**src/hw/rtl/tcw_pkg.sv**
```systemverilog
// Shared widths, value types and limits for the triangle cotangent weights block.
// Used by tcw_div and triangle_cotangent_weights_core; depends on nothing.
package tcw_pkg;

  localparam int COORD_W = 24;   // stored coordinate, Q12.12
  localparam int SLOT_W  = 12;   // slot and corner fields
  localparam int EDGE_W  = 25;   // difference of two coordinates
  localparam int OPND_W  = 26;   // multiplier operand
  localparam int PROD_W  = 52;   // multiplier product
  localparam int CROSS_W = 50;   // one cross product component
  localparam int MAG_W   = 49;   // magnitude of a cross component
  localparam int SUM_W   = 100;  // sum of squared cross components
  localparam int ROOT_W  = 50;   // integer square root of that sum
  localparam int DOT_W   = 51;   // edge dot product
  localparam int QUO_W   = 31;   // unsigned Q15.16 quotient
  localparam int COT_W   = 32;
  localparam int AREA_W  = 48;
  localparam int FRAC_W  = 16;   // fraction bits of a cotangent
  localparam int AREA_SH = 13;   // area = root / 2^13

  typedef logic signed [DOT_W-1:0] dot_t;
  typedef logic [ROOT_W-1:0]       root_t;
  typedef logic signed [COT_W-1:0] cot_t;

  localparam cot_t COT_MAX = 32'sh7FFF_FFFF;
  localparam cot_t COT_MIN = 32'sh8000_0000;

endpackage

```
**src/hw/rtl/tcw_div.sv**
```systemverilog
// Iterative restoring divider: signed dot product over the root magnitude, Q16.16, saturated.
// Depends on tcw_pkg.
module tcw_div
  import tcw_pkg::*;
(
  input  logic  clk,
  input  logic  rst,
  input  logic  start,
  input  dot_t  dot,
  input  root_t m,
  output logic  done,
  output cot_t  cot
);

  logic              busy;
  logic [4:0]        cnt;
  logic              neg;
  logic [ROOT_W-1:0] rem;
  logic [QUO_W-1:0]  low;
  logic [QUO_W-1:0]  q;

  logic [DOT_W-1:0]    mag;
  logic [ROOT_W+15:0]  lim;
  logic                sat;
  logic [ROOT_W:0]     trial;
  logic [ROOT_W:0]     diff;
  logic                ge;
  logic [QUO_W-1:0]    qf;

  always_comb begin
    mag   = dot[DOT_W-1] ? DOT_W'(-dot) : DOT_W'(dot);
    lim   = {1'b0, m, 15'b0};
    sat   = (ROOT_W+16)'(mag) >= lim;
    trial = {rem, low[QUO_W-1]};
    ge    = trial >= {1'b0, m};
    diff  = trial - {1'b0, m};
    qf    = {q[QUO_W-2:0], ge};
  end

  always_ff @(posedge clk) begin
    if (rst) begin
      busy <= 1'b0;
      done <= 1'b0;
    end else begin
      done <= 1'b0;
      if (start) begin
        neg <= dot[DOT_W-1];
        if (sat) begin
          cot  <= dot[DOT_W-1] ? COT_MIN : COT_MAX;
          done <= 1'b1;
        end else begin
          busy <= 1'b1;
          cnt  <= 5'(QUO_W - 1);
          rem  <= ROOT_W'(mag >> 15);
          low  <= {mag[14:0], {FRAC_W{1'b0}}};
        end
      end else if (busy) begin
        rem <= ge ? diff[ROOT_W-1:0] : trial[ROOT_W-1:0];
        q   <= qf;
        low <= low << 1;
        cnt <= cnt - 5'd1;
        if (cnt == 5'd0) begin
          busy <= 1'b0;
          done <= 1'b1;
          cot  <= neg ? -cot_t'({1'b0, qf}) : cot_t'({1'b0, qf});
        end
      end
    end
  end

endmodule

```
**config.mk**
```make
export PLATFORM = sky130hd
export DESIGN_NAME = tcw_div
export DESIGN_NICKNAME = d
export VERILOG_FILES = /design/src/hw/rtl/tcw_pkg.sv /design/src/hw/rtl/tcw_div.sv
export SDC_FILE = /design/constraint.sdc
export NUM_CORES = 1
export LEC_CHECK = 0
export ABC_AREA = 1
export CAP_MARGIN = 25
export CORE_MARGIN = 2
export CORE_UTILIZATION = 47
export CTS_CLUSTER_SIZE = 16
export DETAILED_ROUTE_END_ITERATION = 10
export DONT_BUFFER_PORTS = 1
export MAX_ROUTING_LAYER = met4
export PLACE_DENSITY = 0.59
export RECOVER_POWER = 25
export SLEW_MARGIN = 20
export SYNTH_ARGS = -nofsm -noshare
export SYNTH_HDL_FRONTEND = slang
export SYNTH_SLANG_ARGS = --single-unit
```
**constraint.sdc**
```tcl
create_clock -name clk -period 8.52 [get_ports clk]
set_input_delay 0.852 -clock clk [delete_from_list [all_inputs] [get_ports clk]]
set_output_delay 0.852 -clock clk [all_outputs]
set_load 0.02 [all_outputs]
```
# ---- Word level (Yosys, flattened, before mapping)
# Cells that the tools add are included.
dict set report op_classes {
  n_bitwise 2
  mux 25
  n_eq_ne 2
  addsub 4
  order_cmp 2
  reduce_logical 7
}
# operator n
set op_table {}
lappend op_table {{50-bit two-way mux} 4}
lappend op_table {{32-bit two-way mux} 6}
lappend op_table {{31-bit two-way mux} 3}
lappend op_table {{51-bit by 65-bit >= comparator with 1-bit output} 1}
lappend op_table {{51-bit by 50-bit >= comparator with 1-bit output} 1}
lappend op_table {{51-bit two-way mux} 1}
lappend op_table {{51-bit negator} 1}
lappend op_table {{50-bit subtractor} 1}
lappend op_table {{31-bit negator with 32-bit output} 1}
lappend op_table {{5-bit two-way mux} 3}
lappend op_table {{1-bit two-way mux} 8}
lappend op_table {{3-bit AND reduction} 2}
lappend op_table {{5-bit zero test} 1}
lappend op_table {{5-bit by 1-bit subtractor with 5-bit output (second input constant)} 1}
lappend op_table {{4-bit AND reduction} 1}
lappend op_table {{2-bit nonzero test} 2}
lappend op_table {{2-bit by 1-bit inequality test with 1-bit output (second input constant)} 1}
lappend op_table {{2-bit inequality test (second input constant)} 1}
lappend op_table {{1-bit NOT} 2}
lappend op_table {{2-bit AND reduction} 1}
dict set report word_totals {
  elab_cells 50
  register_bits 151
  in_bits 104
  output_inout_bits 33
}

# ---- Logic depth before layout (Yosys ltp)
# Gate-level depths: netlist of the first run.
dict set report depth {
  word_depth 6
  ltp_mapped 25
  mapped_depth_nobuf 24
}

# ---- Worst setup path after synthesis of the first run
# Ideal clock, no wire load.
dict set report synth_path {
  path_type {in2reg}
  startpoint {in dot[1]}
  endpoint {reg cnt[0], enable pin}
  setup_slack_ps 1641
  path_buffers 0
  required_ps 8007
  setup_ps 513
  cell_stages 22
  arrival_ps 6366
  cell_sequence {inv_1 -> ha_1 -> nand4_2 -> nor2_4 -> nand3_2 -> or2_2 -> o21ai_1 -> xnor2_1 -> ha_1 -> a21oi_1 -> o21ai_0 -> nand2_1 -> nand2_1 -> nand2_1 -> nand3_1 -> nand2_1 -> nand2_1 -> nand2_1 -> nand2_1 -> nand2_1 -> nand3_1 -> o21bai_1}
}
dict set report synth_via {
  elab_chain_cells 5
}
# element line
set synth_lines {}
lappend synth_lines {{start: declaration} tcw_div.sv:9} ;# input dot_t dot,
lappend synth_lines {{51-bit negator} tcw_div.sv:31} ;# mag = dot[DOT_W-1] ? DOT_W'(-dot) : DOT_W'(dot);
lappend synth_lines {{51-bit two-way mux *} tcw_div.sv:31}
lappend synth_lines {{51-bit by 65-bit >= comparator with 1-bit output *} tcw_div.sv:33} ;# sat = (ROOT_W+16)'(mag) >= lim;
lappend synth_lines {{2-bit inequality test (no source line) *} --}
lappend synth_lines {{3-bit AND reduction (no source line) *} --}
lappend synth_lines {{end signal: assignment} tcw_div.sv:53} ;# cnt <= 5'(QUO_W - 1);
lappend synth_lines {{end signal: assignment} tcw_div.sv:61} ;# cnt <= cnt - 5'd1;
lappend synth_lines {{end: declaration} tcw_div.sv:16} ;# logic [4:0] cnt;
# Every way passes the cells marked *; elsewhere a longest branch is shown, timed or not.
# A chain may end at the register's enable or synchronous reset.

# ---- Worst setup path in the final report of the first run
dict set report layout_path {
  startpoint {in dot[1]}
  endpoint {reg rem[49], enable pin}
}
dict set report layout_via {
  elab_chain_cells 5
}
# element line
set layout_lines {}
lappend layout_lines {{51-bit negator} tcw_div.sv:31}
lappend layout_lines {{51-bit two-way mux *} tcw_div.sv:31}
lappend layout_lines {{51-bit by 65-bit >= comparator with 1-bit output *} tcw_div.sv:33}
lappend layout_lines {{2-bit inequality test (no source line) *} --}
lappend layout_lines {{3-bit AND reduction (no source line) *} --}
lappend layout_lines {{end signal: assignment} tcw_div.sv:54} ;# rem <= ROOT_W'(mag >> 15);
lappend layout_lines {{end signal: assignment} tcw_div.sv:58} ;# rem <= ge ? diff[ROOT_W-1:0] : trial[ROOT_W-1:0];
lappend layout_lines {{end: declaration} tcw_div.sv:18} ;# logic [ROOT_W-1:0] rem;
# Marks and branches as above.

==> results.md, run 1 <==
- Status: finished, violations left
- Failing checks: max-capacitance violations, max-slew violations
- Crit path from: dot[1]
- H-tree depth: 4
- RSZ-0062 raised after global routing: false
- Die W: about 170 um
- Min Clock Period, post-route: ~5.4 ns
- First-pass GRT wire length: 63.4 mm
- Vias: 12072
- Final Skew: 0.0227 ns
- Number of global-route vias before repair: roughly 11000
- Critical path's slowest cell: buf_4
- Post-synth EDFFs: 133
- Synthesized cell area: 12800 sq um
- Worst-path fanout max: 50
- Post-synth top area cell: edfxtp_1
- Cell count after synthesis: ~1800
- Design Power: between 2 and 2.5 mW
- Count of pins over their slew limit: 99
- Area of the multi-input gates: about 7600 sq um
- CTS Sinks: between 100 and 150
- Utilization after layout: approximately 51%
- Register-to-register setup slack: roughly 4.4 ns
- Rows: 60
- Worst Tran Pin Value: 3.26 ns
- Via density per instance: 5.59
- IO Port Bufs: 0
- Die Span Y: about 170 um
- Slew margin rel.: -118%
- Synth top area share: 31.2%
- Reg2Reg Depth: 19
- Ys async rst share: 0%
- Final ANT Viol Nets: 0
- Drt pass-1 iters: 5
- Crit path required time: 8.58 ns
- Power Internal: 1.48 mW
- Crit-path max cell delay: 0.69 ns
- CP endpoint: rem[49]$_SDFFCE_PP0P_
- Seq pwr share: 34.2%
- Clock buffer depth: 2
- Critical path, cell by cell: inv_1 > ha_1 > nand4_1 > nor2_4 > nand3_2 > nor3_2 > nand4_1 > nor4_1 > ha_1 > nand4_1 > nor2_1 > nand3_1 > nor2_1 > nand3_1 > nor2_1 > nand4_1 > nand3_1 > o21bai_4 > buf_4
- Seq. cell area: 4030 sq um
- Most frequent cell after synthesis: nand2_1
- CTS Buf Count: 17
- Combinational share of power: 31.1%
- Synth unique cells: about 50
- 1st-iter DRT viols: ~1100
- CTS tree: yes
- Final Cycle Share: 63.6%
- Cell mode on critical path: nand4_1
- Static Leak: between 6 and 7 nW
- Switching part of the total: 37.1%
- Max frequency: 0.185 GHz
- Crit path kind: in -> reg
- Synth Warn #: 0
- Reg2reg start: rem[33]$_DFFE_PP_
- Diode count: 0
- Gr usage total: 29.7%
- Crit path DAT: roughly 5.5 ns
- Final #Nets: 1999
- Crit. End Element: flip-flop
- Largest net degree at the start of global routing: 100
- Post-CTS Hold Buffers: 0
- Register area share after synthesis: 31.5%
- Aggregate global routing overflow: 0
- Post-CTS Resized: 0
- Syn Area/Cell: 7.04 sq um
- Sum Neg Setup Slack: 0 ns
- Postcts setup bufs: 0
- FILL cells: 2763
- NetSw: approximately 0.87 mW
- Clock transition at path regs: approximately 0.080 ns
- DR WL/cell: ~19 um
- Clock root cell: clkbuf_16
- Max VDD drop: 0.104 mV
- Post-synth top flop: edfxtp_1
- Most common library cells after synthesis: nand2_1, inv_1, nor2_1, edfxtp_1, nand3_1
- Ranking of synthesized cells by area: edfxtp_1, nand2_1, ha_1
- Num ports: 137
- Flops & latches, synth: about 140
- Worst r2r dst: cot[28]$_DFFE_PP_
- Post-Route WL: between 40 and 50 mm
- Setup violators final: 0
- Hold Crit Class: reg -> reg
- Die Area: 28600 sq um
- Layout cells sized above 1: 5.28%
- Max cap viols: 2
- Initial core utilization: between 40 and 50%
- Synth Net Count: 2013
- P&R area growth vs syn: 7.00%
- GPL Wtd Cong: 0.962
- Drt drc: 0
- Startpoint Class: input pin
- Initial antenna violation count: 0
- Post-DP HPWL: approximately 32 mm
- PwrDens: roughly 170 nW/um^2
- Clk pwr share: 34.7%
- CORE AREA: 26900 sq um
- Final Hold Viols: 0
- Clk_lat worst skew: 0.43 ns
-- worst max-delay path: cells and delay by family --
kind / cells / cell delay (ns)
buffers and inverters: 2 / 0.76
AND/OR/NAND/NOR: 14 / 2.55
adder cells (fa/ha/maj): 2 / 0.71
AO/OA/AOI/OAI: 1 / 0.54
-- cells by family (layout without fill, tap and decap cells) --
group	after synthesis	after routing	synth area share, %
buf+inv	292	291	9.00
simple gates	906	906	31.1
compound gates	305	305	13.3
xor+xnor	89	89	6.15
flops	135	135	31.5
fa+ha+maj	91	91	8.95
-- final cells by class --
cell class | count | share of cell area, %
Clock inverter | 15 | 1.46
Tap cell | 341 | 3.11
Clock buffer | 17 | 3.11
Multi-Input combinational cell | 1391 | 55.6
Timing Repair Buffer | 7 | 0.329
Sequential cell | 135 | 29.4
Inverter | 252 | 6.91
-- power groups by stage --
stage          registers, mW  logic [mW]  clock network (mW)
6_report               0.808       0.733               0.818
5_1_grt                0.812       0.827               0.853
4_1_cts                0.807       0.727               0.833
3_5_place_dp           0.821       0.722                   0
3_3_place_gp           0.821       0.719                   0
2_1_floorplan          0.817       0.554                   0
-- routing by layer --
layer,vias up,global-route usage (%),share of wire (%)
met3,53,5.26,6.7
met4,0,9.36,2.9
met2,406,45.4,44
met1,5602,40.1,47
met5,-,-,0
li1,6011,-,-
-- through the flow --
step / area [sq um] / cells / setup WS, ns / hold WS [ns]
floorplan: 12800 / 1818 / 1.64 / 0.426
global placement: 13100 / 2126 / 2.99 / 0.464
detailed placement: 13100 / 2126 / 2.86 / 0.456
CTS: 13700 / 2158 / 3.29 / 0.483
global route: 13700 / 2158 / 2.89 / 0.487
finish: 13700 / 2158 / 3.10 / 0.473
-- registers in the layout, summed over array words and instances (netlist names) --
signal	cells
busy	1
rem	50
q	30
cnt	5
low	15
cot	32
neg	1
done	1
-- placed cells by master, fill, tap and decap left out, types with 4 or more instances in the layout --
cell type / instances
xnor2_1: 39
nor4_1: 17
inv_6: 4
a21o_1: 8
nor2_1: 207
clkbuf_16: 17
nand3_1: 123
nor3_1: 20
o21a_1: 6
or2_1: 8
a31oi_1: 15
inv_2: 10
inv_8: 5
nand2_2: 7
a21oi_1: 100
nand3_2: 7
o21ai_0: 110
nand4_1: 31
buf_4: 5
nand2_1: 445
ha_1: 90
nor2_2: 10
xor2_1: 49
o211ai_1: 9
o21ai_2: 5
nand3b_1: 9
o21bai_1: 16
edfxtp_1: 133
inv_1: 240
nor2_4: 4
o21ai_1: 26
-- worst min path at each step --
stage                                 end  depth (start not counted)             from
after floorplan           q[16]$_DFFE_PP_                          0  q[15]$_DFFE_PP_
after detailed placement  q[16]$_DFFE_PP_                          0  q[15]$_DFFE_PP_
after CTS                 q[16]$_DFFE_PP_                          0  q[15]$_DFFE_PP_
after global routing      q[16]$_DFFE_PP_                          0  q[15]$_DFFE_PP_
after global placement    q[16]$_DFFE_PP_                          0  q[15]$_DFFE_PP_
final                     q[16]$_DFFE_PP_                          0  q[15]$_DFFE_PP_
(Power assumes the default switching activity.)
==> run 2: changes to the inputs <==
Clock period 8.52 ns to 5.21 ns, I/O delays scaled along.
==> run 2 against run 1 <==
The flow still finishes with violations (max-capacitance violations, max-slew violations). Global-route usage is 0.20 points higher. Worst setup slack worse by 2.4 ns. Hold slack worse by 0.28 ns.
==> results.md, run 2 (synthesis results as in run 1) <==
- Gr usage total: 29.9%
- Aggregate global routing overflow: 0
- DR WL/cell: 19.1 um
- Final Hold Viols: 0
- Reg2Reg Depth: 19
- CTS Buf Count: 17
- Final Cycle Share: 86.9%
- Initial antenna violation count: 0
- Crit path required time: 5.30 ns
- Worst-path fanout max: 50
- Crit path kind: in -> reg
- Hold path start: dot[50]
- Crit. End Element: flip-flop
- Failing checks: max-capacitance violations, max-slew violations
- CTS Sinks: 135
- Critical path's slowest cell: o21bai_4
- Sum Neg Setup Slack: 0 ns
- Crit-path max cell delay: 0.60 ns
- Crit path DAT: about 4.6 ns
- P&R area growth vs syn: 7.10%
- Final Skew: roughly 0.018 ns
- Clock buffer depth: 2
- CP delay by family, top: simple AND/OR/NAND/NOR gates
- Die Area: 28600 sq um
- Clock root cell: clkbuf_16
- RSZ-0062 raised after global routing: false
- Critical path, cell by cell: inv_1 > ha_1 > nand4_1 > nor2_4 > nand3_2 > nor3_2 > nand4_1 > nand2_2 > nand2_1 > xor2_1 > ha_1 > nand2_1 > nor2_1 > nand3_1 > nor2_1 > nand3_1 > nor2_1 > nand3_1 > nor2_1 > nand4_1 > nand3_1 > o21bai_4 > buf_12
- Largest reg by FF count: rem
- Worst path depth: 23
- Post-Route WL: 41.3 mm
- GPL Wtd Cong: 0.988
- Most frequent cells in the layout: nand2_1, inv_1, nor2_1
- Setup violators final: 0
- Status: finished, violations left
- Final #Nets: 1999
- Slew margin rel.: -124%
- Vias: roughly 12000
- Crit path from: dot[1]
- Most common cell after layout, fill and taps aside: nand2_1
- Worst Tran Pin Value: roughly 3.4 ns
- Final ANT Viol Nets: 0
- H-tree depth: 4
- Clock transition at path regs: 0.08 ns
- Die Span Y: between 150 and 200 um
- Clk_lat worst skew: approximately 0.43 ns
- Drt pass-1 iters: 8
- Num ports: between 100 and 150
- CORE AREA: 26900 sq um
- Buffers and inverters on the worst path: 2
- Max frequency: 0.221 GHz
- Worst slack, placed: 0.335 ns
- Via density per instance: about 5.6
- Setup ws final: 0.683 ns
- Die W: between 150 and 200 um
- Max cap viols: 2
- Rows: 60
- Max reg flops: 50
- Max VDD drop: ~0.18 mV
- Post-CTS Hold Buffers: 0
- Number of global-route vias before repair: 11636
- Diode count: 0
- Drt drc: 0
- Post-DP HPWL: 32.8 mm
- Top Registers: rem (50), cot (32), q (30)
- Reg2reg start: rem[1]$_DFFE_PP_
- First-pass GRT wire length: 63.9 mm
- CTS tree: yes
- PwrDens: between 200 and 300 nW/um^2
- IO Port Bufs: 0
- Post-CTS Resized: 0
- Initial core utilization: 47.6%
- Min Clock Period, post-route: 4.53 ns
- Startpoint Class: input pin
- Static Leak: 6.19 nW
- 1st-iter DRT viols: 1083
- Largest net degree at the start of global routing: 100
- Count of pins over their slew limit: 99
- Hold Crit Class: in -> reg
- Layout cells sized above 1: about 5.3%
- Hold Path Cell Cnt: 0
- Postcts setup bufs: 0
==> run 2: metrics by stage <==
step | hold slack (ns) | area (sq um) | instances | total power [mW] | utilization, %
6_report | 0.191 | 13700 | 2158 | 3.86 | 51.0
2_1_floorplan | 0.426 | 12800 | 1818 | 2.24 | -
3_3_place_gp | 0.466 | 13100 | 2126 | 2.52 | 48.8
4_1_cts | 0.169 | 13700 | 2158 | 3.87 | 51.1
3_5_place_dp | 0.466 | 13100 | 2126 | 2.53 | 48.8
5_1_grt | 0.176 | 13700 | 2158 | 4.07 | 51.0
==> run 2: worst paths after layout <==
path | to | slack, ns
worst min-delay path | neg$_DFFE_PP_ | 0.19
worst max-delay path | rem[15]$_DFFE_PP_ | 0.68
worst min register to register | q[13]$_DFFE_PP_ | 0.48
worst max register to register | cot[28]$_DFFE_PP_ | 1.23
==> run 2: power breakdown <==
group / internal [mW] / leakage, nW / total [mW] / switching (mW)
sequential: 1.29 / 1.26 / 1.32 / 0.0353
combinational: 0.404 / 4.63 / 1.20 / 0.797
clock: 0.738 / 0.304 / 1.34 / 0.601
==> run 2: per-layer routing <==
layer	routed length (um)	part of all wire (%)	vias to the layer above	GRT usage [%]
met2	18200	44	427	46.0
li1	-	-	6023	-
met1	19000	46	5522	40.3
met4	1000	2.4	0	8.58
met3	3060	7.4	53	5.56
met5	0	0	-	-
==> run 2: area by class of cell <==
type,instances,area [sq um]
Inverter,252,946
Tap cell,341,427
Timing Repair Buffer,7,57.6
Clock buffer,17,425
Sequential cell,135,4030
Multi-Input combinational cell,1391,7620
Fill cell,2771,13200
Clock inverter,15,200
==> run 2: worst reg2reg max path: stages (launching register included) <==
cell and delay, ns:
edfxtp_1 0.40, ha_1 0.39, a21oi_1 0.33, o21ai_2 0.17, nand3b_1 0.15, nand3_2 0.18, nand2_4 0.18, inv_1 0.07
nor2_2 0.13, ha_1 0.18, nand3_1 0.13, nor2_1 0.17, nand4_2 0.16, nor3_4 0.25, nand3_1 0.16, o21ai_2 0.21
nand2_1 0.09, or2_0 0.20, nand3_1 0.07, nand2_1 0.09
